`src/design/braille_emboss_motion_sequencer_core_macros.svh`:
```
// assertion macros shared by the braille emboss motion sequencer
`ifndef BRAILLE_EMBOSS_MOTION_SEQUENCER_CORE_MACROS_SVH
`define BRAILLE_EMBOSS_MOTION_SEQUENCER_CORE_MACROS_SVH

// same-cycle implication, sampled on clk, off while rst_n is low
`define BEMS_ASSERT_IMP(lbl, ante, cons) \
  lbl: assert property (@(posedge clk) disable iff (!rst_n) (ante) |-> (cons)) \
    else $error("sequencer same-cycle check failed");

// next-cycle implication, sampled on clk, off while rst_n is low
`define BEMS_ASSERT_NXT(lbl, ante, cons) \
  lbl: assert property (@(posedge clk) disable iff (!rst_n) (ante) |=> (cons)) \
    else $error("sequencer next-cycle check failed");

`endif

```
`src/design/bems_pkg.sv`:
```
// types, codes, tables and helpers of the braille emboss motion sequencer
package bems_pkg;

  // item kinds on the input channel
  localparam logic [2:0] KIND_TICK     = 3'd0;
  localparam logic [2:0] KIND_HOME     = 3'd1;
  localparam logic [2:0] KIND_FEED_S   = 3'd2;
  localparam logic [2:0] KIND_FEED_L   = 3'd3;
  localparam logic [2:0] KIND_EMBOSS   = 3'd4;
  localparam logic [2:0] KIND_RELEASE  = 3'd5;

  // sequencer modes
  localparam logic [2:0] MODE_IDLE   = 3'd0;
  localparam logic [2:0] MODE_SEEK   = 3'd1;
  localparam logic [2:0] MODE_INDENT = 3'd2;
  localparam logic [2:0] MODE_FEED   = 3'd3;
  localparam logic [2:0] MODE_STRIKE = 3'd4;
  localparam logic [2:0] MODE_GAP    = 3'd5;

  // strike sub-steps
  localparam logic [1:0] STAGE_LEAD = 2'd0;
  localparam logic [1:0] STAGE_HOLD = 2'd1;
  localparam logic [1:0] STAGE_TAIL = 2'd2;

  // configuration register indexes
  localparam logic [2:0] CFG_STEP_TICKS   = 3'd0;
  localparam logic [2:0] CFG_STRIKE_TICKS = 3'd1;
  localparam logic [2:0] CFG_SHORT_FEED   = 3'd2;
  localparam logic [2:0] CFG_LONG_FEED    = 3'd3;
  localparam logic [2:0] CFG_INDENT       = 3'd4;
  localparam logic [2:0] CFG_NARROW_GAP   = 3'd5;
  localparam logic [2:0] CFG_WIDE_GAP     = 3'd6;

  // half-step coil order, forward
  localparam logic [7:0] PHASE_TABLE [8] = '{
    8'h77, 8'h33, 8'hbb, 8'h99, 8'hdd, 8'hcc, 8'hee, 8'h66
  };

  typedef struct packed {
    logic       hit;     // a stop was found at or below the start bit
    logic       strike;  // the stop is a strike, else a carriage gap
    logic [2:0] pos;     // bit position of the stop
  } scan_t;

  // drive the phase into the nibble of the motor that the mode moves
  function automatic logic [7:0] apply_phase(input logic [7:0] coils,
                                             input logic [2:0] mode,
                                             input logic [2:0] idx);
    logic       fwd;
    logic [7:0] v;
    fwd = (mode == MODE_SEEK) || (mode == MODE_FEED);
    v   = fwd ? PHASE_TABLE[idx] : PHASE_TABLE[~idx];
    if (mode == MODE_FEED) begin
      apply_phase = {v[7:4], coils[3:0]};
    end else begin
      apply_phase = {coils[7:4], v[3:0]};
    end
  endfunction

  // find the highest bit at or below pos that needs a strike or a gap
  function automatic scan_t scan_bits(input logic [7:0] pattern,
                                      input logic [2:0] pos,
                                      input logic       struck,
                                      input logic       narrow_nz,
                                      input logic       wide_nz);
    scan_t r;
    r = '0;
    for (int p = 0; p < 8; p++) begin
      if (3'(p) <= pos) begin
        if (pattern[p] && !(struck && (3'(p) == pos))) begin
          r.hit    = 1'b1;
          r.strike = 1'b1;
          r.pos    = 3'(p);
        end else if (p[0] ? narrow_nz : wide_nz) begin
          r.hit    = 1'b1;
          r.strike = 1'b0;
          r.pos    = 3'(p);
        end
      end
    end
    scan_bits = r;
  endfunction

endpackage

```
`src/design/braille_emboss_motion_sequencer_core.sv`:
```
// top level of the braille emboss motion sequencer
//
// drives two half-step stepper motors (carriage on the low coil nibble,
// roller on the high nibble) and the embossing solenoid
// in channel: one transaction per item; tuser holds the kind (tick, home,
// feed short, feed long, emboss byte, release coils), tdata holds the dot
// byte and the carriage sensor, tlast marks the last byte of a line
// out channel: exactly one transaction per input item, showing coils,
// solenoid, busy, done, echo byte and the rejected flag after that item
// cfg channel: always ready, takes one register write per cycle; write only
// while no result is pending
// latency: an accepted item shows up on the out channel two cycles later
// (input register, then result register)
// throughput: one item per cycle; each item's state update is a single
// pass of short logic between the input register and the result register
// reset: mode idle, all coils and the solenoid off, timing and loop
// registers back to their defaults, both channels empty
// out stall: the result register holds, the input register fills, and then
// in_tready drops until the receiver takes the pending result
module braille_emboss_motion_sequencer_core
  import bems_pkg::*;
(
  input  logic        clk,
  input  logic        rst_n,
  // input channel
  input  logic        in_tvalid,
  output logic        in_tready,
  input  logic [15:0] in_tdata,   // [7:0] data_byte, [8] carriage_away, rest zero
  input  logic [2:0]  in_tuser,   // [2:0] kind
  input  logic        in_tlast,   // last_in_line
  // result channel
  output logic        out_tvalid,
  input  logic        out_tready,
  output logic [23:0] out_tdata,  // [7:0] coil_pattern, [8] solenoid, [9] busy_res,
                                  // [10] done_res, [18:11] echo_byte, [19] rejected,
                                  // rest zero
  // configuration write channel
  input  logic        cfg_valid,
  output logic        cfg_ready,
  input  logic [2:0]  cfg_index,
  input  logic [15:0] cfg_data
);

  // configuration registers
  logic [15:0] step_ticks_r, strike_ticks_r;
  logic [7:0]  short_feed_r, long_feed_r, indent_r, narrow_gap_r, wide_gap_r;

  // input register stage
  logic        s1_valid_r;
  logic [2:0]  s1_kind_r;
  logic [7:0]  s1_data_r;
  logic        s1_last_r;
  logic        s1_away_r;

  // sequencer state
  logic [2:0]  mode_r, mode_nxt;
  logic [2:0]  phase_r, phase_nxt;
  logic [7:0]  loops_r, loops_nxt;
  logic [15:0] wait_r, wait_nxt;
  logic [2:0]  pos_r, pos_nxt;
  logic [7:0]  pattern_r, pattern_nxt;
  logic [7:0]  echo_r, echo_nxt;
  logic [7:0]  coils_r, coils_nxt;
  logic        striker_r, striker_nxt;
  logic [1:0]  stage_r, stage_nxt;
  logic        rel_r, rel_nxt;

  // result register
  logic        out_valid_r;
  logic [7:0]  out_coil_r;
  logic        out_sol_r, out_busy_r, out_done_r, out_rej_r;
  logic [7:0]  out_echo_r;

  // per-item work
  logic        advance;
  logic        work;
  logic        done, done_emb, rej;
  logic        mv_req;
  logic [2:0]  mv_mode;
  logic [7:0]  mv_loops;
  logic        fin_req, fin_rel, fin_emb;
  logic        scan_req, scan_struck;
  logic [2:0]  scan_pos;
  scan_t       scan_res;
  logic [2:0]  phase_inc;
  logic [7:0]  loops_dec;

  // the pipeline moves when the result register is free or being drained
  assign advance   = !out_valid_r || out_tready;
  assign in_tready = !s1_valid_r || advance;
  assign work      = advance && s1_valid_r;
  assign cfg_ready = 1'b1;

  assign phase_inc = phase_r + 3'd1;
  assign loops_dec = loops_r - 8'd1;

  always_comb begin
    mode_nxt    = mode_r;
    phase_nxt   = phase_r;
    loops_nxt   = loops_r;
    wait_nxt    = wait_r;
    pos_nxt     = pos_r;
    pattern_nxt = pattern_r;
    echo_nxt    = echo_r;
    coils_nxt   = coils_r;
    striker_nxt = striker_r;
    stage_nxt   = stage_r;
    rel_nxt     = rel_r;
    done        = 1'b0;
    done_emb    = 1'b0;
    rej         = 1'b0;
    mv_req      = 1'b0;
    mv_mode     = MODE_IDLE;
    mv_loops    = 8'd0;
    fin_req     = 1'b0;
    fin_rel     = 1'b0;
    fin_emb     = 1'b0;
    scan_req    = 1'b0;
    scan_struck = 1'b0;
    scan_pos    = 3'd0;
    scan_res    = '0;

    if (work) begin
      case (s1_kind_r)
        KIND_TICK: begin
          if (mode_r != MODE_IDLE) begin
            if (wait_r > 16'd1) begin
              wait_nxt = wait_r - 16'd1;
            end else if (mode_r == MODE_STRIKE) begin
              case (stage_r)
                STAGE_LEAD: begin
                  striker_nxt = 1'b1;
                  stage_nxt   = STAGE_HOLD;
                  wait_nxt    = strike_ticks_r;
                end
                STAGE_HOLD: begin
                  striker_nxt = 1'b0;
                  stage_nxt   = STAGE_TAIL;
                  wait_nxt    = strike_ticks_r;
                end
                default: begin
                  // dot is done: record it and look for the next stop
                  stage_nxt   = STAGE_LEAD;
                  echo_nxt    = echo_r | (8'd1 << pos_r);
                  scan_req    = 1'b1;
                  scan_pos    = pos_r;
                  scan_struck = 1'b1;
                end
              endcase
            end else begin
              phase_nxt = phase_inc;
              if (phase_inc == 3'd0) begin
                loops_nxt = loops_dec;
              end
              if ((phase_inc == 3'd0) && (loops_dec == 8'd0)) begin
                // move has ended
                case (mode_r)
                  MODE_SEEK: begin
                    mv_req   = 1'b1;
                    mv_mode  = s1_away_r ? MODE_SEEK : MODE_INDENT;
                    mv_loops = s1_away_r ? 8'd1 : indent_r;
                  end
                  MODE_GAP: begin
                    if (pos_r == 3'd0) begin
                      fin_req = 1'b1;
                      fin_rel = rel_r;
                      fin_emb = 1'b1;
                    end else begin
                      pos_nxt  = pos_r - 3'd1;
                      scan_req = 1'b1;
                      scan_pos = pos_r - 3'd1;
                    end
                  end
                  default: begin
                    fin_req = 1'b1;
                    fin_rel = 1'b1;
                  end
                endcase
              end else begin
                coils_nxt = apply_phase(coils_r, mode_r, phase_inc);
                wait_nxt  = step_ticks_r;
              end
            end
          end
        end
        KIND_HOME, KIND_FEED_S, KIND_FEED_L, KIND_EMBOSS, KIND_RELEASE: begin
          if (mode_r != MODE_IDLE) begin
            rej = 1'b1;
          end else begin
            case (s1_kind_r)
              KIND_HOME: begin
                mv_req   = 1'b1;
                mv_mode  = s1_away_r ? MODE_SEEK : MODE_INDENT;
                mv_loops = s1_away_r ? 8'd1 : indent_r;
              end
              KIND_FEED_S: begin
                mv_req   = 1'b1;
                mv_mode  = MODE_FEED;
                mv_loops = short_feed_r;
              end
              KIND_FEED_L: begin
                mv_req   = 1'b1;
                mv_mode  = MODE_FEED;
                mv_loops = long_feed_r;
              end
              KIND_EMBOSS: begin
                pattern_nxt = s1_data_r;
                echo_nxt    = 8'd0;
                rel_nxt     = s1_last_r;
                pos_nxt     = 3'd7;
                scan_req    = 1'b1;
                scan_pos    = 3'd7;
              end
              default: begin
                fin_req = 1'b1;
                fin_rel = 1'b1;
              end
            endcase
          end
        end
        default: begin
          // undefined kinds pass through with no effect
        end
      endcase

      // walk down the byte to the next dot or non-empty gap
      if (scan_req) begin
        scan_res = scan_bits(pattern_nxt, scan_pos, scan_struck,
                             narrow_gap_r != 8'd0, wide_gap_r != 8'd0);
        if (scan_res.hit) begin
          pos_nxt = scan_res.pos;
          if (scan_res.strike) begin
            mode_nxt  = MODE_STRIKE;
            stage_nxt = STAGE_LEAD;
            wait_nxt  = strike_ticks_r;
          end else begin
            mv_req   = 1'b1;
            mv_mode  = MODE_GAP;
            mv_loops = scan_res.pos[0] ? narrow_gap_r : wide_gap_r;
          end
        end else begin
          pos_nxt = 3'd0;
          fin_req = 1'b1;
          fin_rel = rel_nxt;
          fin_emb = 1'b1;
        end
      end

      // start a motor move; an empty move ends the command at once
      if (mv_req) begin
        if (mv_loops == 8'd0) begin
          fin_req = 1'b1;
          fin_rel = 1'b1;
        end else begin
          mode_nxt  = mv_mode;
          loops_nxt = mv_loops;
          phase_nxt = 3'd0;
          wait_nxt  = step_ticks_r;
          coils_nxt = apply_phase(coils_nxt, mv_mode, 3'd0);
        end
      end

      if (fin_req) begin
        mode_nxt    = MODE_IDLE;
        striker_nxt = 1'b0;
        stage_nxt   = STAGE_LEAD;
        if (fin_rel) begin
          coils_nxt = 8'd0;
        end
        done     = 1'b1;
        done_emb = fin_emb;
      end
    end
  end

  // configuration writes
  always_ff @(posedge clk) begin
    if (!rst_n) begin
      step_ticks_r   <= 16'd50;
      strike_ticks_r <= 16'd100;
      short_feed_r   <= 8'd4;
      long_feed_r    <= 8'd7;
      indent_r       <= 8'd8;
      narrow_gap_r   <= 8'd2;
      wide_gap_r     <= 8'd4;
    end else if (cfg_valid && cfg_ready) begin
      case (cfg_index)
        CFG_STEP_TICKS:   step_ticks_r   <= cfg_data;
        CFG_STRIKE_TICKS: strike_ticks_r <= cfg_data;
        CFG_SHORT_FEED:   short_feed_r   <= cfg_data[7:0];
        CFG_LONG_FEED:    long_feed_r    <= cfg_data[7:0];
        CFG_INDENT:       indent_r       <= cfg_data[7:0];
        CFG_NARROW_GAP:   narrow_gap_r   <= cfg_data[7:0];
        CFG_WIDE_GAP:     wide_gap_r     <= cfg_data[7:0];
        default: begin
        end
      endcase
    end
  end

  // input register
  always_ff @(posedge clk) begin
    if (!rst_n) begin
      s1_valid_r <= 1'b0;
    end else if (in_tready) begin
      s1_valid_r <= in_tvalid;
    end
  end

  always_ff @(posedge clk) begin
    if (in_tready && in_tvalid) begin
      s1_kind_r <= in_tuser;
      s1_data_r <= in_tdata[7:0];
      s1_last_r <= in_tlast;
      s1_away_r <= in_tdata[8];
    end
  end

  // sequencer state
  always_ff @(posedge clk) begin
    if (!rst_n) begin
      mode_r    <= MODE_IDLE;
      phase_r   <= 3'd0;
      loops_r   <= 8'd0;
      wait_r    <= 16'd0;
      pos_r     <= 3'd0;
      pattern_r <= 8'd0;
      echo_r    <= 8'd0;
      coils_r   <= 8'd0;
      striker_r <= 1'b0;
      stage_r   <= STAGE_LEAD;
      rel_r     <= 1'b0;
    end else begin
      mode_r    <= mode_nxt;
      phase_r   <= phase_nxt;
      loops_r   <= loops_nxt;
      wait_r    <= wait_nxt;
      pos_r     <= pos_nxt;
      pattern_r <= pattern_nxt;
      echo_r    <= echo_nxt;
      coils_r   <= coils_nxt;
      striker_r <= striker_nxt;
      stage_r   <= stage_nxt;
      rel_r     <= rel_nxt;
    end
  end

  // result register
  always_ff @(posedge clk) begin
    if (!rst_n) begin
      out_valid_r <= 1'b0;
    end else if (advance) begin
      out_valid_r <= s1_valid_r;
    end
  end

  always_ff @(posedge clk) begin
    if (work) begin
      out_coil_r <= coils_nxt;
      out_sol_r  <= striker_nxt;
      out_busy_r <= (mode_nxt != MODE_IDLE);
      out_done_r <= done;
      out_echo_r <= (done && done_emb) ? echo_nxt : 8'd0;
      out_rej_r  <= rej;
    end
  end

  assign out_tvalid = out_valid_r;
  assign out_tdata  = {4'd0, out_rej_r, out_echo_r, out_done_r, out_busy_r,
                       out_sol_r, out_coil_r};

`include "braille_emboss_motion_sequencer_core_macros.svh"

  // solenoid only energizes inside a strike
  `BEMS_ASSERT_IMP(a_striker_in_strike, striker_r, mode_r == MODE_STRIKE)
  // an idle sequencer has no strike in flight
  `BEMS_ASSERT_IMP(a_idle_quiet, mode_r == MODE_IDLE, !striker_r && (stage_r == STAGE_LEAD))
  // a finished command never reports busy at the same time
  `BEMS_ASSERT_IMP(a_done_not_busy, out_valid_r && out_done_r, !out_busy_r)
  // an item that moves out of the input register lands in the result register
  `BEMS_ASSERT_NXT(a_item_lands, work, out_valid_r)

endmodule
```
`config.mk`:
```
export PLATFORM = sky130hd
export DESIGN_NAME = braille_emboss_motion_sequencer_core
export DESIGN_NICKNAME = d
export VERILOG_FILES = /design/src/design/bems_pkg.sv /design/src/design/braille_emboss_motion_sequencer_core.sv
export VERILOG_INCLUDE_DIRS = /design/src /design/src/design
export SDC_FILE = /design/constraint.sdc
export NUM_CORES = 1
export LEC_CHECK = 0
export ABC_AREA = 1
export BUFFER_PORTS_ARGS = -buffer_cell sky130_fd_sc_hd__clkbuf_2
export CORE_MARGIN = 1.5
export CORE_UTILIZATION = 45
export DETAILED_ROUTE_END_ITERATION = 16
export PLACE_DENSITY_LB_ADDON = 0.2
export SKIP_LAST_GASP = 1
export SYNTH_ARGS = -nofsm -noshare
export SYNTH_HDL_FRONTEND = slang
export SYNTH_SLANG_ARGS = --single-unit
export TNS_END_PERCENT = 100
```
`constraint.sdc`:
```
create_clock -name clk -period 4.9 [get_ports clk]
set_clock_uncertainty 0.2 [all_clocks]
set_input_delay 0 -clock clk [delete_from_list [all_inputs] [get_ports clk]]
set_output_delay 0 -clock clk [all_outputs]
set_load 0.02 [all_outputs]
```
==> impl_metrics.ini, run 1 <==
[outcome]
status = finished clean

[yosys]
syn_inst = 1388
syn_avg_cell_area_um2 = 6.92
ys_seq_elements = 168
ys_seq_area_share_pct = 38.5
synth_area_um2 = 9600
ys_types = 52
ys.warnings.count = 0

[clock_network]
htreeDepth = 4
cts_tree = built
clk_path_buf_depth = 2
cts_sinks = 168
cts_root_buffer = clkbuf_16
clock_latency_ps = 440
cts_buffers = 17
path_clk_slew_ps = 70

[critical_path]
critPathMostFrequentCell = nand2_1
crit_arrival_ps = 4460
critPathTopFamily = simple AND/OR/NAND/NOR gates
timing.critical_path.buf_inv = 3
max_stage_delay_ps = 350
crit_path_start_kind = flip-flop
crit_type = flip-flop to flip-flop
cp_max_fo = 17
end_kind = flip-flop
required_ps = 4880
crit_slowest_cell = dfxtp_1

[grt]
grt_max_degree = 85
gr-max-usage-layer = met2
grt_pass1_vias = 8531
antenna_found_initial = 0
grt_use_met2_pct = 38.1
grt_util_met1_pct = 35.1
use_met3_pct = 3.76
grt.total_usage_pct = 24.7
grt_overflow_total = 0
grt_pass1_wl_um = 43400

[die]
io_pins = 71
fp.dieArea_um2 = 22200
initial_core_util_pct = 45.8
placementRows = 53
core_um2 = 21000
die_x_um = 149
dieHeight_um = 149

[routing]
drt_pass1_iterations = 6
vias_per_cell = 5.29
remaining_drc_errors = 0
first_iter_violations = 738
wire_per_inst_um = 15.0
num_vias = 9319
wl_um = 26300
ant_nets = 0

[sta]
tightestPinTransition_ps = 954
period_needed_ps = 4480
hold_violations = 0
rsz0062_at_grt = true
relSlewSlack_pct = 35.9
setup_tns_ps = 0
setup_viol = 0
finalCritPeriodShare_pct = 91.4
drv_slew = 0
clock.fmax_mhz = 223

[power]
leakagePower_nw = 4.91
ir_drop_mv = 0.244
powerDensity_nw_per_um2 = 333

[placed_design]
dp_hpwl_um = 18200
io_buffer_count = 58
placed_cells = 1683
gp_congestion = 0.922

[run]
cap_violations = 0

[final_layout]
top_regs = step_ticks_r: 16 flops, strike_ticks_r: 16 flops, wait_r: 16 flops
syn2layout_area_growth_pct = 16.2
fin_nets = 1532
n_antenna_cell = 0
final_util_pct = 53.2
drive_gt1_share_pct = 12.2
fin_cells = 1760

[min_path]
hold_path_class = primary input to flip-flop
layout make-up:
type | instances | area [um^2]
fillers | 2126 | 9800
multi-input cells | 1008 | 5060
flip-flops and latches | 168 | 3690
repair buffers | 121 | 875
inverters | 156 | 586
clock buffers | 20 | 489
well taps | 275 | 344
clock inverters | 12 | 101
power by group:
| part | total (W) | internal [W] | switching (W) | leakage [nW] |
|---|---|---|---|---|
| Clock | 0.00135 | 0.000739 | 0.000613 | 0.293 |
| Sequential | 0.00152 | 0.00147 | 0.0000456 | 1.42 |
| Combinational | 0.000842 | 0.000262 | 0.000580 | 3.20 |
| Total | 0.00371 | 0.00247 | 0.00124 | 4.91 |
through the flow:
| step | cell area [um^2] | setup WS (ps) | hold WS, ps | power, W |
|---|---|---|---|---|
| 2_1_floorplan | 9610 | 1110 | -101 | 0.00214 |
| 3_3_place_gp | 10100 | 482 | -23.4 | 0.00233 |
| 3_5_place_dp | 10100 | 403 | -21.4 | 0.00234 |
| 4_1_cts | 11100 | 394 | 19.5 | 0.00372 |
| 5_1_grt | 11200 | -15.8 | 59.1 | 0.00390 |
| 6_report | 11200 | 419 | 40.8 | 0.00371 |
cell usage after synthesis, drive strengths merged:
cell       n  area (um^2)
o221ai     2         17.5
nand3b     1         7.51
buf       19          144
a31oi     10         62.6
mux2i      9         90.1
a22oi      8         60.1
clkbuf    40          150
or2        3         18.8
xnor2      2         17.5
dfxtp    135         2700
nand3     60          348
xor2       7         61.3
edfxtp    33          991
nand2    318         1250
o211ai    16          120
o41ai      2         17.5
nor3      23          164
nor2     214          906
nor4       4         25.0
ha        16          200
inv      150          563
a211oi     5         37.5
clkinv     6         22.5
o21ai    196          985
o21a       1         7.51
a221oi     3         26.3
o22ai      4         25.0
nand4     15         93.8
a21oi     71          359
o311ai     1         8.76
conb       2         7.51
o2111ai    9         78.8
mux2       1         11.3
o21bai     1         7.51
a41oi      1         8.76
worst register-to-register path: cells and delay by family (launching register included):
family	cells	cell delay, ps
DFF	1	350
AOI/OAI and AO/OA	1	80
and+or+nand+nor	24	3100
adders and majority gates	1	230
buffers and inverters	3	300
layer usage:
layer | share of wire, % | routed length [um]
met1 | 48 | 12600
met2 | 44 | 11700
met3 | 5.7 | 1490
met4 | 2.1 | 549
met5 | 0 | 0
kinds of logic after synthesis:
logic type      Yosys count  share of synthesized area, %
flops                   168                          38.5
simple gates            638                          29.3
compound gates          330                          19.0
fa+ha+maj                16                          2.09
other cells               2                        0.0782
mux                      10                          1.06
xor+xnor                  9                         0.821
buf+inv                 215                          9.16
worst paths after layout:
path / slack [ps] / startpoint / to / depth (start not counted)
hold reg to reg: 260 / long_feed_r[0] / long_feed_r[0] / 2
setup / recovery: 420 / wait_r[0] / out_busy_r / 29
hold / removal: 40 / rst_n / narrow_gap_r[1] / 3
setup reg to reg: 420 / wait_r[0] / out_busy_r / 29
layout by cell type (no fill, tap or decap), types with 5 or more instances in the layout:
cell type	synthesis	final
nand2_1	302	302
nor2_1	198	196
o21ai_0	172	172
inv_1	137	136
dfxtp_1	135	135
a21oi_1	70	70
clkbuf_2	0	58
nand3_1	52	51
dlygate4sd3_1	0	43
edfxtp_1	33	33
o21ai_1	23	22
clkbuf_16	0	19
buf_4	10	19
nor3_1	17	17
o211ai_1	16	16
nand4_1	15	15
inv_2	13	14
ha_1	16	14
nand2_2	12	12
a31oi_1	10	10
mux2i_1	9	9
nor2_2	7	9
o2111ai_1	9	9
nand3_2	7	8
a22oi_1	8	8
nor2_4	7	7
xor2_1	7	7
clkinv_1	6	6
inv_6	0	6
a211oi_1	5	5
conb_1	2	5
what timing repair did:
action / in CTS / in global routing
hold buffers: 43 / 0
endpoints found under the setup margin: 0 / 48
setup buffers: 0 / 2
hold endpoints to repair: 87 / 0
resized for setup: 0 / 8
Note: power is estimated with default switching activity, not from simulation.
==> run 2, diff against run 1 <==
--- a/config.mk
+++ b/config.mk
@@ -9,7 +9,7 @@
 export ABC_AREA = 1
 export BUFFER_PORTS_ARGS = -buffer_cell sky130_fd_sc_hd__clkbuf_2
 export CORE_MARGIN = 1.5
-export CORE_UTILIZATION = 45
+export CORE_UTILIZATION = 52
 export DETAILED_ROUTE_END_ITERATION = 16
 export PLACE_DENSITY_LB_ADDON = 0.2
 export SKIP_LAST_GASP = 1
==> run 2 against run 1 <==
Critical endpoint unchanged. Worst setup slack got worse by 110 ps. Global-route usage increased by 2.3 points. Via count increased by 0.49%.
==> impl_metrics.ini, run 2 (synthesis results as in run 1) <==
[placed_design]
dp_hpwl_um = 17800
placed_cells = 1635
io_buffer_count = 58
placed_cell_area_um2 = 10000
gp_congestion = 0.949
pre_cts_slack_ps = 418

[final_layout]
drive_gt1_share_pct = 11.8
syn2layout_area_growth_pct = 14.7
nFillCells = 1716
seq_area_um2 = 3690
n_antenna_cell = 0
multi_input_area_um2 = 5050
final_cell_mix = 302 x nand2_1, 197 x nor2_1, 172 x o21ai_0
fin_cells = 1709
fin_nets = 1527
fin_area_um2 = 11000
top_regs = step_ticks_r: 16 flops, strike_ticks_r: 16 flops, wait_r: 16 flops
final_common_cell = nand2_1

[sta]
setup_viol = 0
finalCritPeriodShare_pct = 93.6
relSlewSlack_pct = 40.2
worst_slack_ps = 312
clock.fmax_mhz = 218
tightestPinTransition_ps = 890
setup_tns_ps = 0
hold_violations = 0
period_needed_ps = 4590
drv_slew = 0

[die]
fp.dieArea_um2 = 19300
dieHeight_um = 139
placementRows = 49
initial_core_util_pct = 53.3
core_um2 = 18000
die_x_um = 139
io_pins = 71

[clock_network]
cts_buffers = 17
htreeDepth = 4
cts_sinks = 168
path_clk_slew_ps = 70
clock_latency_ps = 440
clk_path_buf_depth = 2
cts_tree = built
cts_root_buffer = clkbuf_16

[power]
leakagePower_nw = 4.86
switching_share_pct = 33.2
p_comb_share_pct = 23.1
power.clock.fraction_pct = 35.5
ir_drop_mv = 0.272
netSwitchingPower_w = 0.00122
powerDensity_nw_per_um2 = 333
p_seq_share_pct = 41.4
p_int_w = 0.00245

[critical_path]
crit_path_start_kind = flip-flop
end_kind = flip-flop
crit_arrival_ps = 4560
cp_max_fo = 10
required_ps = 4870
crit_type = flip-flop to flip-flop

[grt]
grt.total_usage_pct = 27.0
antenna_found_initial = 0
grt_pass1_vias = 8427
grt_overflow_total = 0
grt_max_degree = 85
grt_pass1_wl_um = 42300

[routing]
first_iter_violations = 683
num_vias = 9365
remaining_drc_errors = 0
wire_per_inst_um = 15.3
ant_nets = 0
wl_um = 26100
drt_pass1_iterations = 5
vias_per_cell = 5.48

[min_path]
hold_path_class = primary input to flip-flop

[run]
cap_violations = 0

[outcome]
status = finished clean
-- run 2: worst max-delay path, stage by stage (launching register included) --
cell,delay [ps]
dfxtp_1,350
inv_1,140
ha_2,250
inv_1,90
nor3_4,190
nand2_2,110
nand2_2,110
nand2_4,130
nor2_4,170
nand3_2,140
nand2_2,130
nand2_1,80
nor2_2,90
a21oi_2,70
o21ai_2,180
nand4_1,160
nor3_4,310
nor2_8,90
nand3_4,200
nand2_1,70
nand2_1,90
nand2_1,100
nor2_4,250
nand3_2,190
nand2_1,140
nor2_1,70
nor2_1,120
nand3_1,90
-- run 2: final cells by class --
cell class                      count  area share, %
Inverter                          156           5.32
Multi-Input combinational cell   1008           45.9
Clock buffer                       20           4.06
Sequential cell                   168           33.6
Clock inverter                     12           1.02
Tap cell                          229           2.60
Timing Repair Buffer              116           7.56
-- run 2: worst paths after layout --
kind,to,slack [ps],depth (start not counted),start
worst max-delay path,out_busy_r,310,27,wait_r[0]
worst min-delay path,s1_away_r,70,2,in_tdata[8]
worst max register to register,out_busy_r,310,27,wait_r[0]
worst min register to register,indent_r[3],260,2,indent_r[3]
-- run 2: per-stage QoR --
stage	utilization [%]	hold WS [ps]	power, W
after floorplan	-	-101	0.00214
after global placement	55.6	-22.3	0.00233
after detailed placement	55.6	-21.2	0.00234
after CTS	60.9	65.2	0.00365
after global routing	61.1	71.3	0.00383
final	61.1	70.5	0.00367
-- run 2: timing repair --
| item | CTS | global route |
|---|---|---|
| hold buffers | 41 | 0 |
| setup endpoints to repair | 0 | 6 |
| setup buffers | 0 | 1 |
| gates resized for setup | 0 | 5 |
| hold endpoints to repair | 87 | 0 |
-- run 2: layer usage --
metal / up-vias / share of wire (%) / track usage [%]
met2: 353 / 45 / 42.7
met4: 0 / 2.0 / 7.95
met5: - / 0 / 0
met1: 4225 / 46 / 37.5
met3: 37 / 6.9 / 5.46
li1: 4750 / - / -
-- run 2: power groups by stage --
stage | logic, W | registers (W) | clock network (W)
after floorplan | 0.000599 | 0.00154 | 0
after global placement | 0.000784 | 0.00154 | 0
after detailed placement | 0.000795 | 0.00155 | 0
after CTS | 0.000825 | 0.00152 | 0.00131
after global routing | 0.000935 | 0.00152 | 0.00137
final | 0.000846 | 0.00152 | 0.00130
